==> config.mk <==
export PLATFORM = sky130hd
export DESIGN_NAME = rhht_queue
export DESIGN_NICKNAME = d
export VERILOG_FILES = /design/src/hw/rtl/rhht_queue.sv
export SDC_FILE = /design/constraint.sdc
export NUM_CORES = 1
export LEC_CHECK = 0
export ABC_AREA = 1
export BUFFER_PORTS_ARGS = -buffer_cell sky130_fd_sc_hd__buf_2
export CAP_MARGIN = 25
export CORE_UTILIZATION = 38
export CTS_BUF_LIST = sky130_fd_sc_hd__clkbuf_8
export CTS_CLUSTER_SIZE = 14
export DETAILED_ROUTE_END_ITERATION = 7
export PLACE_DENSITY = 0.64
export SLEW_MARGIN = 20
export SYNTH_ARGS = -nofsm -noshare
export SYNTH_HDL_FRONTEND = slang
export SYNTH_SLANG_ARGS = --single-unit
==> constraint.sdc <==
create_clock -name clock -period 2.2 [get_ports clock]
set_input_delay 0.11 -clock clock [delete_from_list [all_inputs] [get_ports clock]]
set_output_delay 0.11 -clock clock [all_outputs]
set_load 0.05 [all_outputs]
==> src/hw/rtl/rhht_queue.sv <==
// two word queue between front and back
module rhht_queue #(
   parameter int W = 8
) (
   input  logic         clock,
   input  logic         reset,
   input  logic         push_valid,
   output logic         push_ready,
   input  logic [W-1:0] push_data,
   output logic         pop_valid,
   input  logic         pop_ready,
   output logic [W-1:0] pop_data
);

   logic [W-1:0] buf_ff [2];
   logic         wp_ff, rp_ff;
   logic [1:0]   cnt_ff;
   logic         do_push, do_pop;

   assign push_ready = (cnt_ff != 2'd2);
   assign pop_valid = (cnt_ff != 2'd0);
   assign pop_data = buf_ff[rp_ff];
   assign do_push = push_valid && push_ready;
   assign do_pop = pop_valid && pop_ready;

   always_ff @(posedge clock) begin
      if (reset) begin
         wp_ff <= 1'b0;
         rp_ff <= 1'b0;
         cnt_ff <= 2'd0;
      end else begin
         if (do_push) begin
            wp_ff <= !wp_ff;
         end
         if (do_pop) begin
            rp_ff <= !rp_ff;
         end
         if (do_push && !do_pop) begin
            cnt_ff <= cnt_ff + 2'd1;
         end else if (do_pop && !do_push) begin
            cnt_ff <= cnt_ff - 2'd1;
         end
      end
   end

   always_ff @(posedge clock) begin
      if (do_push) begin
         buf_ff[wp_ff] <= push_data;
      end
   end

endmodule

==> results <==
- The slowest cell on the critical path is sky130_fd_sc_hd__dfxtp_1.
- The warning count from the yosys run is 0.
- The maximum cell stage delay along the critical path is 0.54 ns.
- For this run, the number of standard cells in the final layout without fillers is 113.
- The floorplan has 16 rows.
- The biggest area contributor in the post-synthesis netlist is sky130_fd_sc_hd__edfxtp_1.
- In the finished design, the share of the clock period the worst path needs comes to 67.8%.
- In this run the power spent charging and discharging nets is 0.524 mW.
- Entering global routing, the biggest net connects 13 pins.
- Counting the fill cells in the layout gives 190.
- The flow ran to the end, and the final reports show no timing, DRC or antenna violations.
- The total congestion overflow is 0.
- The number of sinks handled by clock tree synthesis is 21.
- Summing over every cut layer, the via total after detailed routing is 504.
- The worst setup path is of the flip-flop to output port kind.
- The average instance in the mapped netlist occupies 13.3 sq um.
- The type of destination of the critical path is an output port.
- The number of failing hold endpoints at the final stage is 0.
- Clock skew on the completed layout was measured at 0.00312 ns.
- At the worst endpoint, the arrival time is 1.38 ns.
- The area of the core is 2000 sq um.
- The number of antenna violations at the first check in global routing came to 0.
- In this run, post-CTS repair resized a total of 0 instances.
- The final-report max-slew violation count is 0.
- The overall die area is 2360 sq um.
- The worst-case IR drop observed on VDD is 0.722 mV.
- Per report_power, the sequential group accounts for 42.4% of the total.
- The count of nets left with antenna violations once routing finished came out at 0.
- The clock passes through at most 2 buffers.
- The path class of the tightest hold or removal check is input port to flip-flop.
- The switching power as a share of total power is 40.3%.
- The die boundary height is 48.6 um.
- Post-CTS timing repair inserted 0 buffers for setup.
- The fraction of registers with async set or reset after synthesis is 0%.
- The first global-routing pass estimated 1950 um of wire.
- The share of post-route cells with drive strength above 1 is 43.0%.
- The maximum fanout count along the critical path is 8.
- Global routing used 10.9% of the available tracks across all layers.
- Synthesis inferred 21 register bits.
- The initial utilization of the core area, before any placement, comes to 41.3%.
- The cell sitting at the root of the clock tree is a sky130_fd_sc_hd__clkbuf_8.
- The total iterations of the first detailed-routing run is 4.
- The smallest clock period supported by the final layout is computed as 1.49 ns.
- The final wirelength is 1170 um.
- The gate count after technology mapping is 62.
- The fraction of power consumed by combinational cells is 39.5%.
- Among all cell types in the netlist, the one instantiated most often is sky130_fd_sc_hd__edfxtp_1.
- The clock reaches the later pin of the worst-skew pair after 0.25 ns.
- Walking the worst path, the cells encountered are mux2_2, buf_2.
- 22 I/O pins were placed.
- The die is 48.6 um wide.
- The number of inserted diodes is 0.
- Once placement completed, the tool counted placed cells totaling 109.
- Setup violations remaining at the end of the flow were counted as 0.
- Summed over all cells, the static leakage comes to 0.418 nW.
- The power density normalized to cell area is 1290 nW/um^2.
- The highest clock frequency the design can meet is 670 MHz.
- The dominant synthesized flop cell is sky130_fd_sc_hd__edfxtp_1.
- Across the run, the number of max-cap violations was 0.
- In this run the number of H-tree levels came out at 1.
- The relative slew slack is 56.1%.
- At the end of routability-driven placement, the weighted congestion stood at 0.703.
- Dividing the detail-routed via count by the number of cells gives 4.46.
- The area of the mapped netlist is 826 sq um.
- The part of the total power dissipated in the clock network is 18.1%.
- The wire length per cell after detailed routing is 10.4 um.
- The total clock buffers created by CTS is 3.
- TritonCTS built the clock tree.
- In this design, the largest share of critical-path delay is due to flip-flops.
- The number of distinct library cells after synthesis is 17.
- Buffers placed on the I/O ports in this run total 21.
- The worst setup path is launched from a flip-flop.
- Final hold analysis gives a worst-case slack of 0.0480 ns.
- The post-CTS clock slew at the launch and capture registers of the worst setup and hold paths is 0.07 ns.
- Counting instances in the post-synthesis netlist gives the leading cell types as sky130_fd_sc_hd__edfxtp_1, sky130_fd_sc_hd__mux2_2, sky130_fd_sc_hd__nand2_1, sky130_fd_sc_hd__nor2_1, sky130_fd_sc_hd__inv_1.
- In the routed design, unresolved DRC markers number 0.
- After synthesis, the cell types taking the most area are sky130_fd_sc_hd__edfxtp_1, sky130_fd_sc_hd__dfxtp_1, sky130_fd_sc_hd__mux2_2.
- The register area share after synthesis is 70.3%.
- The first-iteration detailed-routing DRC count is 8.
- The completed layout was analyzed and its total power is 1.30 mW.
- The number of nets produced by synthesis is 75.
- The data required time of the critical path is 2.09 ns.
- Summed over all failing endpoints, the final setup total negative slack is 0 ns.
- Setup repair after global routing left no endpoint under its margin.
- In this run, post-CTS hold repair placed 0 buffers.
- The via count of the first global-routing pass is 482.
- Compared with the post-synthesis result, the final layout area differs by 21.8%.
- The synthesized design contains 16 enable-type register cells.
- The actual slew at the worst max-slew pin is 0.656 ns.
- In the final design database the tool counted 100 nets.
- Cell internal power was estimated by the tool at 0.775 mW.
- After legalization and detailed placement, the total HPWL measured 882 um.
- Counting both buffers and inverters, the worst setup path holds a total of 1.
- Summed over its instances, the top area cell type makes up 58.2% of the synthesized netlist area.
-- through the flow --
stage	setup WS (ns)	util [%]	cell area (sq um)
global route	0.603	50.2	1010
CTS	0.663	50.2	1010
finish	0.708	50.2	1010
floorplan	0.654	-	826
detailed placement	0.741	47.9	960
global placement	0.759	47.9	960
-- state kept, by name (all words and copies together) (netlist names), named ones only --
name	count
buf_ff	16
cnt_ff	2
rp_ff	1
wp_ff	1
-- path summary, 6_finish.rpt --
path	start	end	slack, ns	cells after the start
worst max-delay path	flip-flop	pop_data[2]	0.71	2
worst min-delay path	push_data[6]	buf_ff[0][6]$_DFFE_PP_	0.05	1
worst max register to register	cnt_ff[0]$_SDFFE_PP0P_	buf_ff[0][7]$_DFFE_PP_	0.76	4
worst min register to register	cnt_ff[0]$_SDFFE_PP0P_	cnt_ff[0]$_SDFFE_PP0P_	0.49	1
-- worst register-to-register path, cell delays in order, from the launching register on --
cell and delay, ns:
sky130_fd_sc_hd__dfxtp_1 0.37, sky130_fd_sc_hd__inv_2 0.06, sky130_fd_sc_hd__nand2_2 0.08, sky130_fd_sc_hd__nand2_4 0.06, sky130_fd_sc_hd__nor2_1 0.51
-- metal layers --
metal / global-route usage (%) / share of wire (%)
met2: 18.3 / 49
met4: 5.88 / 1.9
met3: 2.83 / 6.8
met5: 0 / 0
met1: 12.6 / 43
-- power by group through the flow --
stage	sequential, mW	combinational, mW	clock [mW]
finish	0.551	0.513	0.234
global route	0.562	0.552	0.256
CTS	0.553	0.517	0.244
detailed placement	0.561	0.515	0
global placement	0.558	0.510	0
floorplan	0.538	0.436	0
-- cell type report --
type / instances / area, sq um / share of cell area (%)
sequential: 21 / 581 / 57.7
multi-input combinational: 32 / 209 / 20.8
timing repair buffer: 21 / 105 / 10.4
clock buffer: 3 / 41.3 / 4.10
tap: 27 / 33.8 / 3.36
inverter: 8 / 31.3 / 3.11
clock inverter: 1 / 5.00 / 0.498
-- kinds of logic after synthesis --
kind of cell    share of synthesized area, %
flops                                   70.3
simple gates                            10.5
buf+inv                                 4.39
mux                                     10.9
compound gates                          2.42
fa+ha+maj                               1.51
-- cell usage in the layout, fill, tap and decap left out, types with 2 or more instances in the layout --
cell,Yosys,layout
sky130_fd_sc_hd__nand3_1,2,2
sky130_fd_sc_hd__edfxtp_1,16,16
sky130_fd_sc_hd__inv_1,6,6
sky130_fd_sc_hd__buf_2,1,21
sky130_fd_sc_hd__a21oi_1,2,2
sky130_fd_sc_hd__mux2_2,8,8
sky130_fd_sc_hd__dfxtp_1,5,5
sky130_fd_sc_hd__clkinv_2,1,2
sky130_fd_sc_hd__nor2_1,7,7
sky130_fd_sc_hd__nand2_1,7,7
sky130_fd_sc_hd__clkbuf_8,0,3
(Power assumes the default switching activity.)
