[config.mk]
export PLATFORM = sky130hd
export DESIGN_NAME = rhht_front
export DESIGN_NICKNAME = d
export VERILOG_FILES = /design/src/hw/rtl/rhht_pkg.sv /design/src/hw/rtl/rhht_front.sv
export SDC_FILE = /design/constraint.sdc
export NUM_CORES = 2
export LEC_CHECK = 0
export BUFFER_PORTS_ARGS = -buffer_cell sky130_fd_sc_hd__buf_2
export CELL_PAD_IN_SITES_DETAIL_PLACEMENT = 1
export CELL_PAD_IN_SITES_GLOBAL_PLACEMENT = 1
export CORE_MARGIN = 10
export CORE_UTILIZATION = 56
export CTS_BUF_LIST = sky130_fd_sc_hd__clkbuf_4
export DETAILED_ROUTE_END_ITERATION = 16
export MAX_ROUTING_LAYER = met4
export PLACE_DENSITY = 0.93
export SKIP_CTS_REPAIR_TIMING = 1
export SLEW_MARGIN = 0
export SYNTH_ARGS = -nofsm -noshare
export SYNTH_HDL_FRONTEND = slang
export SYNTH_SLANG_ARGS = --single-unit
export TNS_END_PERCENT = 30
[constraint.sdc]
create_clock -name clock -period 19.4 [get_ports clock]
set_input_delay 1.94 -clock clock [delete_from_list [all_inputs] [get_ports clock]]
set_output_delay 1.94 -clock clock [all_outputs]
set_load 0.05 [all_outputs]
[src/hw/rtl/rhht_pkg.sv]
// shared types and constants of the robin hood hash table
package rhht_pkg;

   localparam int ENT_W = 11;

   typedef struct packed {
      logic        [1:0]  cmd;
      logic signed [31:0] x_coord;
      logic signed [31:0] z_coord;
      logic        [31:0] value_in;
   } req_type;

   typedef struct packed {
      logic [2:0]       status;
      logic [31:0]      value_out;
      logic [ENT_W-1:0] entries_used;
   } rsp_type;

   localparam logic [1:0] CMD_LOOKUP = 2'd0;
   localparam logic [1:0] CMD_INSERT = 2'd1;
   localparam logic [1:0] CMD_REMOVE = 2'd2;

   localparam logic [2:0] ST_FOUND    = 3'd0;
   localparam logic [2:0] ST_MISSING  = 3'd1;
   localparam logic [2:0] ST_INSERTED = 3'd2;
   localparam logic [2:0] ST_UPDATED  = 3'd3;
   localparam logic [2:0] ST_REMOVED  = 3'd4;
   localparam logic [2:0] ST_FULL     = 3'd5;

   localparam logic [63:0] MIX_C1 = 64'hff51afd7ed558ccd;
   localparam logic [63:0] MIX_C2 = 64'hc4ceb9fe1a85ec53;
   localparam int          MIX_SH = 33;

endpackage

[src/hw/rtl/rhht_front.sv]
// front end: takes a request word and computes its home slot
module rhht_front import rhht_pkg::*; #(
   parameter int IW = 10
) (
   input  logic              clock,
   input  logic              reset,
   input  logic              hold,
   input  logic              req_valid,
   output logic              req_ready,
   input  req_type           req_data,
   output logic              push_valid,
   input  logic              push_ready,
   output logic [$bits(req_type)+IW-1:0] push_data
);

   localparam logic [1:0] F_IDLE = 2'd0;
   localparam logic [1:0] F_MUL  = 2'd1;
   localparam logic [1:0] F_PUSH = 2'd2;

   logic [1:0]  state_ff, state_in;
   logic        ph_ff, ph_in;
   logic [1:0]  st_ff, st_in;
   req_type     req_ff, req_in;
   logic [63:0] k_ff, k_in;
   logic [63:0] acc_ff, acc_in;

   logic [63:0] key, c, sum, prod;
   logic [31:0] op_a, op_b;
   logic [IW-1:0] home;

   assign key = {req_data.x_coord, req_data.z_coord};
   assign c = ph_ff ? MIX_C2 : MIX_C1;

   // 64x64 low product as three 32x32 partial products
   always_comb begin
      unique case (st_ff)
         2'd0:    begin op_a = k_ff[31:0];  op_b = c[31:0];  end
         2'd1:    begin op_a = k_ff[31:0];  op_b = c[63:32]; end
         default: begin op_a = k_ff[63:32]; op_b = c[31:0];  end
      endcase
   end

   assign prod = op_a * op_b;
   assign sum = {acc_ff[63:32] + prod[31:0], acc_ff[31:0]};
   assign home = k_ff[IW-1:0];

   always_comb begin
      state_in = state_ff;
      ph_in = ph_ff;
      st_in = st_ff;
      req_in = req_ff;
      k_in = k_ff;
      acc_in = acc_ff;
      req_ready = 1'b0;
      push_valid = 1'b0;
      unique case (state_ff)
         F_IDLE: begin
            req_ready = !hold;
            if (req_valid && !hold) begin
               req_in = req_data;
               k_in = key ^ (key >> MIX_SH);
               ph_in = 1'b0;
               st_in = 2'd0;
               state_in = F_MUL;
            end
         end
         F_MUL: begin
            unique case (st_ff)
               2'd0: begin
                  acc_in = prod;
                  st_in = 2'd1;
               end
               2'd1: begin
                  acc_in = sum;
                  st_in = 2'd2;
               end
               default: begin
                  k_in = sum ^ (sum >> MIX_SH);
                  st_in = 2'd0;
                  ph_in = 1'b1;
                  if (ph_ff) begin
                     state_in = F_PUSH;
                  end
               end
            endcase
         end
         default: begin
            push_valid = 1'b1;
            if (push_ready) begin
               state_in = F_IDLE;
            end
         end
      endcase
   end

   assign push_data = {home, req_ff};

   always_ff @(posedge clock) begin
      if (reset) begin
         state_ff <= F_IDLE;
      end else begin
         state_ff <= state_in;
      end
   end

   always_ff @(posedge clock) begin
      ph_ff <= ph_in;
      st_ff <= st_in;
      req_ff <= req_in;
      k_ff <= k_in;
      acc_ff <= acc_in;
   end

endmodule

==> results.md <==
* Required time worst endpoint at 19.85 ns
* Initial standard-cell utilization of the core at 56.8%
* Dominant cell type by count on the critical path: sky130_fd_sc_hd__fa_1
* Total CTS buffers at between 40 and 50
* Sequential cell area fraction in the yosys report at around 17%
* Path type of the worst min-delay path: reg2reg
* CP arrival at between 10 and 15 ns
* Most frequent cells in the layout: sky130_fd_sc_hd__inv_1 (961), sky130_fd_sc_hd__fa_1 (862), sky130_fd_sc_hd__ha_1 (328), sky130_fd_sc_hd__nand2_1 (324), sky130_fd_sc_hd__nor2_1 (254)
* Biggest area contributors in the synthesized netlist: sky130_fd_sc_hd__fa_1 (43%), sky130_fd_sc_hd__edfxtp_1 (17%), sky130_fd_sc_hd__ha_1 (10%)
* Final setup violation count at 0
* Design area at roughly 43000 µm²
* Placed cell areas at 42200 µm²
* Number of failing hold endpoints at the final stage at 0
* Overall overflow remaining after global route at 0
* Peak fanout along the critical path at 36
* Final Wtd Congestion at approximately 1.0
* 1st-iter DRT viols at roughly 3700
* Number of fillers in the final layout at around 7800
* GR Util All Layers at between 40% and 50%
* Detailed placer's ending HPWL at 137 mm
* Post-route ant nets at 0
* Cell type with the largest total area after synthesis: sky130_fd_sc_hd__fa_1
* Highest cell delay on the worst timing path at roughly 0.57 ns
* Count of input and output buffers at between 200 and 250
* Total core area at 70400 µm²
* Final period util at approximately three fifths
* IO Count at about 210
* NumNets Final at 5353
* Antenna violations before repair at 5
* Buffers and inverters on the worst path at 8
* Number of maximum-capacitance constraint violations at 0
* Total area of multi-input combinational cells at between 20000 and 30000 µm²
* Area of the die at roughly 83000 µm²
* Number of distinct library cells after synthesis at 75
* Net count after synthesis at 5149
* Kind of cell adding the most delay to the critical path: adder cells
* Share of post-route cells with drive strength above 1 at 9.75%
* Number of standard cells after synthesis at about 3900
* Max Clock Skew at around 0.034 ns
* Share of the synthesized area in the top cell type at a little over two fifths
* Wirelength, routed at ~160 mm
* Slowest cell on the critical path: sky130_fd_sc_hd__fa_1
* RSZ-0062 raised after global routing: no
* Insertion delay to the later sink of the worst-skew pair at 0.73 ns
* Flip-flop and latch count after synthesis at 231
* Count of final max-slew check failures at 0
* Drt wl/cell at around 32 µm
* DIE WIDTH at roughly 290 µm
* Area growth syn-to-layout at 7.11%
* Transition at the pin with the smallest max-transition slack at about 1.3 ns
* Number of enable-type register cells in the synthesized netlist at around 230
* Setup_tns at 0 ns
* H-tree depth at 2
* Cell area after technology mapping at roughly 40000 µm²
* Register Area at around 7000 µm²
* Category of the worst setup path capture point: flip-flop
* Via density at 6.23
* Shortest clock period the worst path allows after layout at ~12 ns
* Clock sink total at 231
* Main synth FF type: sky130_fd_sc_hd__edfxtp_1
* Fmax at around 0.086 GHz
* CTS clk-pin slew, worst paths at ~0.1 ns
* Vias after detailed routing at around 31000
* Number of warning messages in the yosys log at 0
* Max Buffers Root-to-Sink at 3
* Global-route wire length before repair at about 240 mm
* Startpoint type of the worst setup path: flip-flop
* Result of the run: finished clean
* Tightest slew margin relative to the limit at 14.7%
* Number of global-route vias before repair at roughly 36000
* Number of detailed-route iterations in the first pass at 5
* Pin count of the biggest net entering global routing at 86
* DRC at 0
* Classification of the worst setup path: reg2reg
* Most common cell after layout, fill and taps aside: sky130_fd_sc_hd__inv_1
* Proportion of synthesized flip-flops having asynchronous set or reset at 0%
* Library cell used as clock root buffer: sky130_fd_sc_hd__clkbuf_4
* Synthesized area per cell at 10.4 µm²
* Die extent in y at roughly 290 µm
* CTS tree: built
* Cell row count at 97
## stage by stage
step           hold slack (ns)  setup slack, ns  utilization, %  std cells
4_1_cts                  0.579             8.02            60.9       5034
2_1_floorplan            0.484             9.44               -       3856
3_5_place_dp             0.544             8.25            60.0       4949
5_1_grt                  0.615             7.30            60.9       5039
6_report                 0.584             7.80            60.9       5041
3_3_place_gp             0.537             8.74            60.0       4949
## cells in the mapped netlist (all sizes together), types with 32 or more instances
master	number
nand2	325
a21oi	148
and2	47
xnor2	96
ha	328
clkbuf	78
a21o	44
inv	963
nor2	258
fa	862
buf	32
mux2i	32
xor2	56
edfxtp	229
o21ai	104
## routing by layer
metal	global-route usage [%]	share of wire [%]	vias to the layer above
li1	-	-	12200
met1	45.8	33	16100
met2	64.9	47	2201
met3	8.76	9.2	858
met4	33.4	11	0
met5	-	0	-
## kinds of logic after synthesis
kind of cell    count (synthesis)  synth area share [%]
fa+ha+maj                    1190                  53.4
buf+inv                      1077                  10.2
simple gates                  767                  8.29
compound gates                400                  6.44
flops                         231                  17.3
xor+xnor                      153                  3.40
mux                            37                 0.941
other cells                     1               0.00937
## tightest hold or removal path: cells and delay by family (launching register included)
| kind | cells | cell delay (ns) |
|---|---|---|
| flops | 1 | 0.34 |
| simple gates | 2 | 0.14 |
## layout make-up
type                    count  share of cell area (%)
flip-flops and latches    231                    16.1
inverters                 967                    8.47
diodes                      7                  0.0409
repair buffers            263                    3.40
well taps                 940                    2.74
multi-input cells        2548                    67.8
clock buffers              66                    1.16
clock inverters            19                   0.263
## state kept, by name (all words and copies together) (netlist names)
signal and count:
acc_ff 64, ph_ff 1, st_ff 2, push_data 98
k_ff 64, state_ff 2
## worst paths after layout
path	slack [ns]	endpoint	cells after the start	from
min reg2reg	0.58	k_ff[31]	2	acc_ff[31]
min	0.58	k_ff[31]	2	acc_ff[31]
max reg2reg	7.80	acc_ff[63]	39	st_ff[0]
max	7.80	acc_ff[63]	39	st_ff[0]
Power is not shown: default switching activity piles up to over one toggle a cycle in this logic, so the estimate is an artifact.
